--- src/rtl/pnr_pkg.sv ---
// Package for the polynomial Newton root finder.
// Holds shared types and constants; depends on nothing.
package pnr_pkg;

	localparam int CoefW = 16;
	localparam int NumCoef = 7;
	localparam int NumRegs = 8;
	localparam int AddrW = 5;

	localparam logic [2:0] RegDegree = 3'd0;

	localparam logic [1:0] StatNoSign = 2'd0;
	localparam logic [1:0] StatConv = 2'd1;
	localparam logic [1:0] StatZeroDer = 2'd2;
	localparam logic [1:0] StatLimit = 2'd3;

	typedef logic signed [CoefW-1:0] coef_t;
	typedef coef_t [NumCoef-1:0] coef_arr_t;

	localparam coef_arr_t CoefReset = {{(NumCoef-2){16'sd0}}, 16'sd1, 16'sd0};

	typedef struct packed {
		logic [1:0] status;
		logic signed [31:0] root;
		logic [6:0] iterations;
		logic signed [31:0] residual;
	} result_t;

	typedef enum logic [3:0] {
		EngIdle,
		EngEvalA,
		EngEvalB,
		EngEvalF,
		EngEvalD,
		EngDiv,
		EngEvalN,
		EngDone
	} eng_state_t;

	function automatic logic signed [31:0] sat32(input logic signed [65:0] v);
		logic signed [31:0] r;
		if (v > 66'sd2147483647) begin
			r = 32'sh7FFFFFFF;
		end else if (v < -66'sd2147483648) begin
			r = 32'sh80000000;
		end else begin
			r = v[31:0];
		end
		return r;
	endfunction

endpackage

--- src/rtl/pnr_queue.sv ---
// Two-entry queue between the front and the back of the root finder.
// Depends on pnr_pkg.
module pnr_queue (
	input  logic clk,
	input  logic arst_n,
	input  logic in_valid,
	output logic in_ready,
	input  logic signed [31:0] in_data,
	output logic out_valid,
	input  logic out_ready,
	output logic signed [31:0] out_data
);
	import pnr_pkg::*;

	logic signed [31:0] mem_q [2];
	logic wp_q, rp_q;
	logic [1:0] cnt_q;
	logic push, pop;

	assign in_ready = (cnt_q != 2'd2);
	assign out_valid = (cnt_q != 2'd0);
	assign out_data = mem_q[rp_q];
	assign push = in_valid && in_ready;
	assign pop = out_valid && out_ready;

	always_ff @(posedge clk) begin
		if (push) begin
			mem_q[wp_q] <= in_data;
		end
	end

	always_ff @(posedge clk or negedge arst_n) begin
		if (!arst_n) begin
			wp_q <= 1'b0;
			rp_q <= 1'b0;
			cnt_q <= 2'd0;
		end else begin
			if (push) begin
				wp_q <= ~wp_q;
			end
			if (pop) begin
				rp_q <= ~rp_q;
			end
			cnt_q <= cnt_q + {1'b0, push} - {1'b0, pop};
		end
	end
endmodule

--- src/rtl/pnr_divider.sv ---
// Radix-2 signed divider, one quotient bit per cycle, truncating toward zero.
// Depends on pnr_pkg.
module pnr_divider #(
	parameter int FRAC_BITS = 16
) (
	input  logic clk,
	input  logic arst_n,
	input  logic start,
	input  logic signed [31:0] num,
	input  logic signed [31:0] den,
	output logic done,
	output logic signed [63:0] quot
);
	import pnr_pkg::*;

	localparam int NumW = 32 + FRAC_BITS;
	localparam int CntW = $clog2(NumW + 1);

	logic [NumW-1:0] n_q;
	logic [NumW:0] rem_q;
	logic [31:0] d_q;
	logic neg_q, busy_q;
	logic [CntW-1:0] cnt_q;
	logic [NumW:0] trial;
	logic [NumW:0] num_abs;

	assign num_abs = num[31] ? (NumW+1)'(-$signed({num, {FRAC_BITS{1'b0}}}))
		: (NumW+1)'({num, {FRAC_BITS{1'b0}}});
	assign trial = {rem_q[NumW-1:0], n_q[NumW-1]};

	always_ff @(posedge clk or negedge arst_n) begin
		if (!arst_n) begin
			busy_q <= 1'b0;
			done <= 1'b0;
			cnt_q <= '0;
		end else begin
			done <= 1'b0;
			if (start) begin
				busy_q <= 1'b1;
				cnt_q <= CntW'(NumW);
			end else if (busy_q) begin
				cnt_q <= cnt_q - 1'b1;
				if (cnt_q == CntW'(1)) begin
					busy_q <= 1'b0;
					done <= 1'b1;
				end
			end
		end
	end

	always_ff @(posedge clk) begin
		if (start) begin
			n_q <= num_abs[NumW-1:0];
			rem_q <= '0;
			d_q <= den[31] ? 32'(-den) : den;
			neg_q <= num[31] ^ den[31];
		end else if (busy_q) begin
			if (trial >= {{(NumW-31){1'b0}}, d_q}) begin
				rem_q <= trial - {{(NumW-31){1'b0}}, d_q};
				n_q <= {n_q[NumW-2:0], 1'b1};
			end else begin
				rem_q <= trial;
				n_q <= {n_q[NumW-2:0], 1'b0};
			end
		end
	end

	always_comb begin
		quot = neg_q ? -$signed(64'(n_q)) : $signed(64'(n_q));
	end
endmodule

--- src/rtl/pnr_engine.sv ---
// Back part: Horner evaluations on one shared multiplier and Newton steps.
// Depends on pnr_pkg and pnr_divider.
module pnr_engine #(
	parameter int MAX_DEGREE = 6,
	parameter int ITER_LIMIT = 64,
	parameter int FRAC_BITS = 16
) (
	input  logic clk,
	input  logic arst_n,
	input  logic in_valid,
	output logic in_ready,
	input  logic signed [31:0] in_x,
	input  pnr_pkg::coef_arr_t coefs,
	input  logic [2:0] degree,
	output logic res_valid,
	input  logic res_ready,
	output pnr_pkg::result_t res
);
	import pnr_pkg::*;

	localparam int OneFx = 1 << FRAC_BITS;
	localparam int EpsRaw = (OneFx + 500) / 1000;
	localparam int EpsFx = (EpsRaw > 0) ? EpsRaw : 1;
	localparam int StepFx = (45 * OneFx + 50) / 100;

	eng_state_t state_q, state_d;
	logic [2:0] deg_eff;
	logic signed [31:0] x_q, xn_q, a_q, f_q, acc_q, ex_q;
	logic [6:0] it_q;
	logic [2:0] k_q;
	logic hstep_q, hrun_q, hload_q, hmul_q, der_q;
	logic hstart;
	logic signed [63:0] prod_q;
	logic signed [31:0] hc;
	logic signed [65:0] cterm;
	logic div_start, div_done;
	logic signed [63:0] quot;
	logic signed [31:0] xn_next;
	logic signed [32:0] dxs;
	logic conv;

	pnr_divider #(.FRAC_BITS(FRAC_BITS)) u_div (
		.clk, .arst_n, .start(div_start), .num(f_q), .den(acc_q),
		.done(div_done), .quot(quot)
	);

	always_comb begin
		deg_eff = degree;
		if (degree == 3'd0) begin
			deg_eff = 3'd1;
		end else if (degree > 3'(MAX_DEGREE)) begin
			deg_eff = 3'(MAX_DEGREE);
		end
	end

	function automatic logic signed [31:0] coef_at(input coef_arr_t c, input logic [2:0] k,
			input logic d);
		logic signed [31:0] r;
		if (d) begin
			r = 32'(signed'(c[k + 3'd1])) * $signed({29'd0, k + 3'd1});
		end else begin
			r = 32'(signed'(c[k]));
		end
		return r;
	endfunction

	assign hc = coef_at(coefs, k_q, der_q);
	assign cterm = 66'(hc) <<< FRAC_BITS;
	assign xn_next = sat32(66'(x_q) - 66'(quot));
	assign dxs = 33'(xn_q) - 33'(x_q);
	assign conv = (dxs < 33'sd0 ? -dxs : dxs) < 33'(EpsFx)
		&& (acc_q < 0 ? -33'(acc_q) : 33'(acc_q)) < 33'(EpsFx);
	assign hstart = (state_d != state_q)
		&& (state_d inside {EngEvalA, EngEvalB, EngEvalF, EngEvalD, EngEvalN});

	always_comb begin
		state_d = state_q;
		case (state_q)
			EngIdle: if (in_valid) state_d = EngEvalA;
			EngEvalA: if (!hrun_q && hstep_q) state_d = EngEvalB;
			EngEvalB: if (!hrun_q && hstep_q) begin
				if ((a_q < 0 && acc_q > 0) || (a_q > 0 && acc_q < 0)) begin
					state_d = EngEvalF;
				end else begin
					state_d = EngDone;
				end
			end
			EngEvalF: if (!hrun_q && hstep_q) state_d = EngEvalD;
			EngEvalD: if (!hrun_q && hstep_q) begin
				state_d = (acc_q == 0) ? EngDone : EngDiv;
			end
			EngDiv: if (div_done) state_d = EngEvalN;
			EngEvalN: if (!hrun_q && hstep_q) begin
				if (conv || it_q == 7'(ITER_LIMIT)) begin
					state_d = EngDone;
				end else begin
					state_d = EngEvalF;
				end
			end
			EngDone: if (res_ready) state_d = EngIdle;
			default: state_d = EngIdle;
		endcase
	end

	always_comb begin
		in_ready = (state_q == EngIdle);
		res_valid = (state_q == EngDone);
		div_start = (state_q == EngEvalD) && !hrun_q && hstep_q && (acc_q != 0);
	end

	// Horner first loads the top coefficient, then does a multiply and a shift-add step for each further coefficient.
	always_ff @(posedge clk or negedge arst_n) begin
		if (!arst_n) begin
			state_q <= EngIdle;
			hrun_q <= 1'b0;
			hload_q <= 1'b0;
			hmul_q <= 1'b0;
			hstep_q <= 1'b0;
			k_q <= '0;
			der_q <= 1'b0;
			it_q <= '0;
		end else begin
			state_q <= state_d;
			hstep_q <= 1'b0;
			if (hstart) begin
				hrun_q <= 1'b1;
				hload_q <= 1'b1;
				hmul_q <= 1'b0;
				der_q <= (state_d == EngEvalD);
				k_q <= (state_d == EngEvalD) ? deg_eff - 3'd1 : deg_eff;
			end else if (hrun_q) begin
				hload_q <= 1'b0;
				if (hmul_q) begin
					hmul_q <= 1'b0;
				end else if (k_q == 3'd0) begin
					hrun_q <= 1'b0;
					hstep_q <= 1'b1;
				end else begin
					hmul_q <= 1'b1;
					k_q <= k_q - 3'd1;
				end
			end
			if (state_q == EngIdle && in_valid) begin
				it_q <= '0;
			end else if (state_q == EngDiv && div_done) begin
				it_q <= it_q + 7'd1;
			end
		end
	end

	always_ff @(posedge clk) begin
		if (state_q == EngIdle && in_valid) begin
			x_q <= in_x;
			ex_q <= in_x;
		end
		if (state_q == EngEvalA && !hrun_q && hstep_q) begin
			a_q <= acc_q;
			ex_q <= sat32(66'(x_q) + 66'(StepFx));
		end
		if (state_q == EngEvalB && !hrun_q && hstep_q) begin
			ex_q <= x_q;
			res.status <= StatNoSign;
			res.root <= x_q;
			res.iterations <= '0;
			res.residual <= a_q;
		end
		if (state_q == EngEvalF && !hrun_q && hstep_q) begin
			f_q <= acc_q;
		end
		if (state_q == EngEvalD && !hrun_q && hstep_q && acc_q == 0) begin
			res.status <= StatZeroDer;
			res.root <= x_q;
			res.iterations <= it_q;
			res.residual <= f_q;
		end
		if (state_q == EngDiv && div_done) begin
			xn_q <= xn_next;
			ex_q <= xn_next;
		end
		if (state_q == EngEvalN && !hrun_q && hstep_q) begin
			x_q <= xn_q;
			ex_q <= xn_q;
			res.status <= conv ? StatConv : StatLimit;
			res.root <= xn_q;
			res.iterations <= it_q;
			res.residual <= acc_q;
		end
	end

	always_ff @(posedge clk) begin
		if (hrun_q && hmul_q) begin
			prod_q <= 64'(acc_q) * 64'(ex_q);
		end
		if (hrun_q && hload_q) begin
			acc_q <= sat32(cterm);
		end else if (hrun_q && !hmul_q) begin
			acc_q <= sat32(66'(prod_q >>> FRAC_BITS) + cterm);
		end
	end
endmodule

--- src/rtl/polynomial_newton_root_finder_unit.sv ---
// Top level of the polynomial Newton root finder.
// Holds the register file, the input queue and the engine; depends on pnr_pkg, pnr_queue and pnr_engine.
//
// Usage: start points arrive as words on start_point with valid/ready and
// go into a two-word queue; the engine takes them one at a time. Each word
// gives exactly one result word (status, root, iterations, residual).
// Degree and coefficients are written over the APB port while idle.
// Sequence from the engine taking a word: two Horner passes for the sign test,
// then per Newton step three Horner passes and a divide. One word is in the
// engine at a time. A stalled receiver holds the result; the queue still
// accepts up to two words meanwhile. Reset loads degree 1 and coef_1 = 1,
// clears the queue.
module polynomial_newton_root_finder_unit #(
	parameter int MAX_DEGREE = 6,
	parameter int ITER_LIMIT = 64,
	parameter int FRAC_BITS = 16
) (
	input  logic clk,
	input  logic arst_n,
	input  logic psel,
	input  logic penable,
	input  logic pwrite,
	input  logic [pnr_pkg::AddrW-1:0] paddr,
	input  logic [31:0] pwdata,
	output logic [31:0] prdata,
	output logic pready,
	input  logic in_valid,
	output logic in_ready,
	input  logic signed [31:0] start_point,
	output logic out_valid,
	input  logic out_ready,
	output logic [1:0] status,
	output logic signed [31:0] root,
	output logic [6:0] iterations,
	output logic signed [31:0] residual
);
	import pnr_pkg::*;

	logic [2:0] degree_q;
	coef_arr_t coef_q;
	logic [2:0] ridx;
	logic q_valid, q_ready;
	logic signed [31:0] q_x;
	result_t res;

	assign pready = 1'b1;
	assign ridx = paddr[4:2];

	always_ff @(posedge clk or negedge arst_n) begin
		if (!arst_n) begin
			degree_q <= 3'd1;
			coef_q <= CoefReset;
		end else if (psel && penable && pwrite) begin
			if (ridx == RegDegree) begin
				degree_q <= pwdata[2:0];
			end else begin
				coef_q[ridx - 3'd1] <= pwdata[15:0];
			end
		end
	end

	always_comb begin
		if (ridx == RegDegree) begin
			prdata = {29'd0, degree_q};
		end else begin
			prdata = 32'(signed'(coef_q[ridx - 3'd1]));
		end
	end

	pnr_queue u_queue (
		.clk, .arst_n, .in_valid, .in_ready, .in_data(start_point),
		.out_valid(q_valid), .out_ready(q_ready), .out_data(q_x)
	);

	pnr_engine #(.MAX_DEGREE(MAX_DEGREE), .ITER_LIMIT(ITER_LIMIT), .FRAC_BITS(FRAC_BITS))
		u_engine (
		.clk, .arst_n, .in_valid(q_valid), .in_ready(q_ready), .in_x(q_x),
		.coefs(coef_q), .degree(degree_q), .res_valid(out_valid),
		.res_ready(out_ready), .res(res)
	);

	assign status = res.status;
	assign root = res.root;
	assign iterations = res.iterations;
	assign residual = res.residual;

`ifndef ASSERT_OFF
	a_iter_cap: assert property (@(posedge clk) disable iff (!arst_n)
		out_valid |-> iterations <= 7'(ITER_LIMIT)) else $error("iteration cap exceeded");
	a_nosign: assert property (@(posedge clk) disable iff (!arst_n)
		(out_valid && status == StatNoSign) |-> iterations == 7'd0)
		else $error("no sign change with steps");
	a_conv: assert property (@(posedge clk) disable iff (!arst_n)
		(out_valid && status == StatConv) |-> iterations != 7'd0)
		else $error("converged without a step");
`endif
endmodule
--- config.mk ---
export PLATFORM = sky130hd
export DESIGN_NAME = polynomial_newton_root_finder_unit
export DESIGN_NICKNAME = d
export VERILOG_FILES = /design/src/rtl/pnr_pkg.sv /design/src/rtl/pnr_queue.sv /design/src/rtl/pnr_divider.sv /design/src/rtl/pnr_engine.sv /design/src/rtl/polynomial_newton_root_finder_unit.sv
export SDC_FILE = /design/constraint.sdc
export NUM_CORES = 2
export LEC_CHECK = 0
export BUFFER_PORTS_ARGS = -buffer_cell sky130_fd_sc_hd__buf_2
export CORE_AREA = 2 2 550 333
export DETAILED_ROUTE_END_ITERATION = 8
export DIE_AREA = 0 0 552 335
export GPL_TIMING_DRIVEN = 1
export SLEW_MARGIN = 20
export SYNTH_ARGS = -nofsm -noshare
export SYNTH_HDL_FRONTEND = slang
export SYNTH_SLANG_ARGS = --single-unit
--- constraint.sdc ---
create_clock -name clk -period 31.7 [get_ports clk]
set_input_delay 6.34 -clock clk [delete_from_list [all_inputs] [get_ports clk]]
set_output_delay 6.34 -clock clk [all_outputs]
set_load 0.01 [all_outputs]
==> impl_metrics.ini <==
[clocking]
clk_latency_ns = 0.70
hold_buffers = 0
root_buffer = clkbuf_16
cts_setup_buffers = 0
clock-sinks = 652
cts_resized = 0
cts_buffer_depth = 3
path_clk_slew_ns = 0.06
cts_tree = built
cts_made_buffers = 71
cts.htree.levels = 3

[floorplanning]
io-pin-count = 184
coreArea_sq_um = 180200
row_count = 121
die_width_um = 552
dieHeight_um = 335
initial_core_util_pct = 43.69
die_area_sq_um = 184900

[setup_path]
end_kind = primary output
rrSetupSlack_ns = 20.20
start_kind = input port
cpLargestDelayFamily = buffers and inverters
critical-path-max-stage-delay_ns = 0.54
critPathBufInv = 5
path_max_fanout = 50
crit_required_ns = 25.36
cp_data_arrival_time_ns = 9.52
critical_path_class = input port to primary output
cp_cell_sequence = buf_2 -> buf_4 -> inv_1 -> ha_1 -> xor2_4 -> buf_4 -> nand2_1 -> a311oi_1 -> a21oi_1 -> nor2_1 -> buf_2
crit_slowest_cell = buf_4

[detailed_routing]
drt.antenna.violating_nets = 0
routedWlPerCell_um = 23.24
wirelength_mm = 249.8
met2_length_mm = 97.34
vias = 61573
route.detailed.drc = 0
met1_length_mm = 116.8
route.met3.wl_mm = 30.68
drt_iter0_drc = 6663
viasPerCell = 5.728
routed.top_layer = met5
first_pass_iters = 6

[sta]
relSlewSlack_pct = 15.54
hold_violations = 0
fin_setup_tns_ns = 0
rsz0062_at_grt = no
maxSlewViolCount = 0
layout_min_cycle_time_ns = 15.86
setup_viol = 0
worst_pin_slew_ns = 1.232
fmaxAchievable_mhz = 63.07
fin_crit_sh_pct = 50.02
fin_skew_ns = 0.05975

[place]
gp_congestion = 0.9541
place_hpwl_mm = 186.1
numPortBuffers = 164

[logic_synthesis]
synthCells = 8361
yosysTopAreaCell = fa_1
syn-cell-area_sq_um = 78710
synth_edf_count = 458
ys_ff_latch = 652
yosysSeqAreaShare_pct = 23.34
synthTopCellsByArea = fa_1 (28%), edfxtp_1 (17%), ha_1 (6.3%)
async_flop_share_pct = 22.39
synth.avg_cell_area_sq_um = 9.414
synth-warning-count = 0
synth-main-ff-cell = edfxtp_1
synthesis.nets = 9934
synth_top_area_share_pct = 28.00
synth_cell_type_count = 98

[run]
drv_cap = 0

[layout]
postLayoutCoreUtil_pct = 46.88
most-common-layout-cells = inv_1 (1303), nand2_1 (1221), fa_1 (1099)
area_growth_pct = 7.302
mostFrequentLayoutCell = inv_1
nets = 9862
drive_gt1_share_pct = 8.337

[grt]
grt_max_degree = 102
grt-ovfl-total = 0
track_usage_pct = 27.25
grt_pass1_wl_mm = 383.4
grt_pass1_vias = 60531
antenna_found_initial = 13

[worst_hold_path]
holdCritPathClass = flop to flop

[run_status]
status = finished clean
registers in the layout, indices dropped and copies added (netlist names), 4 cells and up:
register	flops
coef_q	112
u_engine.res	73
u_queue.mem_q	64
u_engine.prod_q	48
u_engine.u_div.n_q	48
u_engine.u_div.rem_q	48
u_engine.a_q	32
u_engine.acc_q	32
u_engine.ex_q	32
u_engine.f_q	32
u_engine.u_div.d_q	32
u_engine.x_q	32
u_engine.xn_q	32
u_engine.it_q	7
u_engine.u_div.cnt_q	6
u_engine.state_q	4
tightest hold or removal path, delay by kind of cell, from the launching register on:
family / cells / cell delay, ns
flops: 1 / 0.32
compound gates: 1 / 0.05
simple gates: 1 / 0.08
stage by stage:
stage / hold slack, ns / instances / instance area, sq um / worst slack, ns
finish: 0.5063 / 10749 / 84460 / 15.84
global route: 0.5253 / 10747 / 84460 / 15.47
floorplan: 0.4393 / 8361 / 78710 / 16.59
CTS: 0.5042 / 10745 / 84420 / 15.85
detailed placement: 0.4964 / 10613 / 82000 / 15.85
global placement: 0.4868 / 10613 / 81980 / 15.92
logic make-up after synthesis:
family / Yosys count / synth area share (%)
AOI/OAI and AO/OA: 1362 / 11.06
and+or+nand+nor: 2470 / 14.58
buffers and inverters: 1764 / 8.506
DFF: 652 / 23.34
adders and majority gates: 1498 / 34.31
muxes: 279 / 4.484
xor gates and xnor gates: 334 / 3.716
other: 2 / 0.009541
final cells by class:
cell class              instances  area (sq um)
flip-flops and latches        652         18380
repair buffers                311          1947
clock buffers                  94          2038
multi-input cells            5945         53790
inverters                    1308          4912
diodes                          3         7.507
well taps                    2398          3000
clock inverters                38         386.6
fillers                     17016         95700
per-layer routing:
metal / vias to the layer above / GRT usage, %
met4: 4 / 5.136
li1: 27215 / -
met1: 30976 / 42.74
met5: - / 0.1808
met3: 292 / 8.141
met2: 3086 / 36.48
cell usage after synthesis (156+ instances only):
master,instances
a21oi_1,369
and2_1,266
clkbuf_1,375
edfxtp_1,458
fa_1,1101
ha_1,396
inv_1,1307
nand2_1,1222
nor2_1,364
o21ai_0,324
xnor2_1,178
xor2_1,156
worst paths after layout:
kind,cells past startpoint,to,start
setup / recovery,11,prdata[31],paddr[2]
hold / removal,2,u_engine.u_div.rem_q[29],u_engine.u_div.rem_q[29]
setup reg to reg,31,u_engine.prod_q[63],u_engine.acc_q[23]
hold reg to reg,2,u_engine.u_div.rem_q[29],u_engine.u_div.rem_q[29]
max in group asynchronous,2,coef_q[14],arst_n
min in group asynchronous,1,u_engine.u_div.cnt_q[4],arst_n
Power is left out: the tool's default activity adds up to more than one toggle a clock period on the data nets, which glitch-free logic cannot reach.
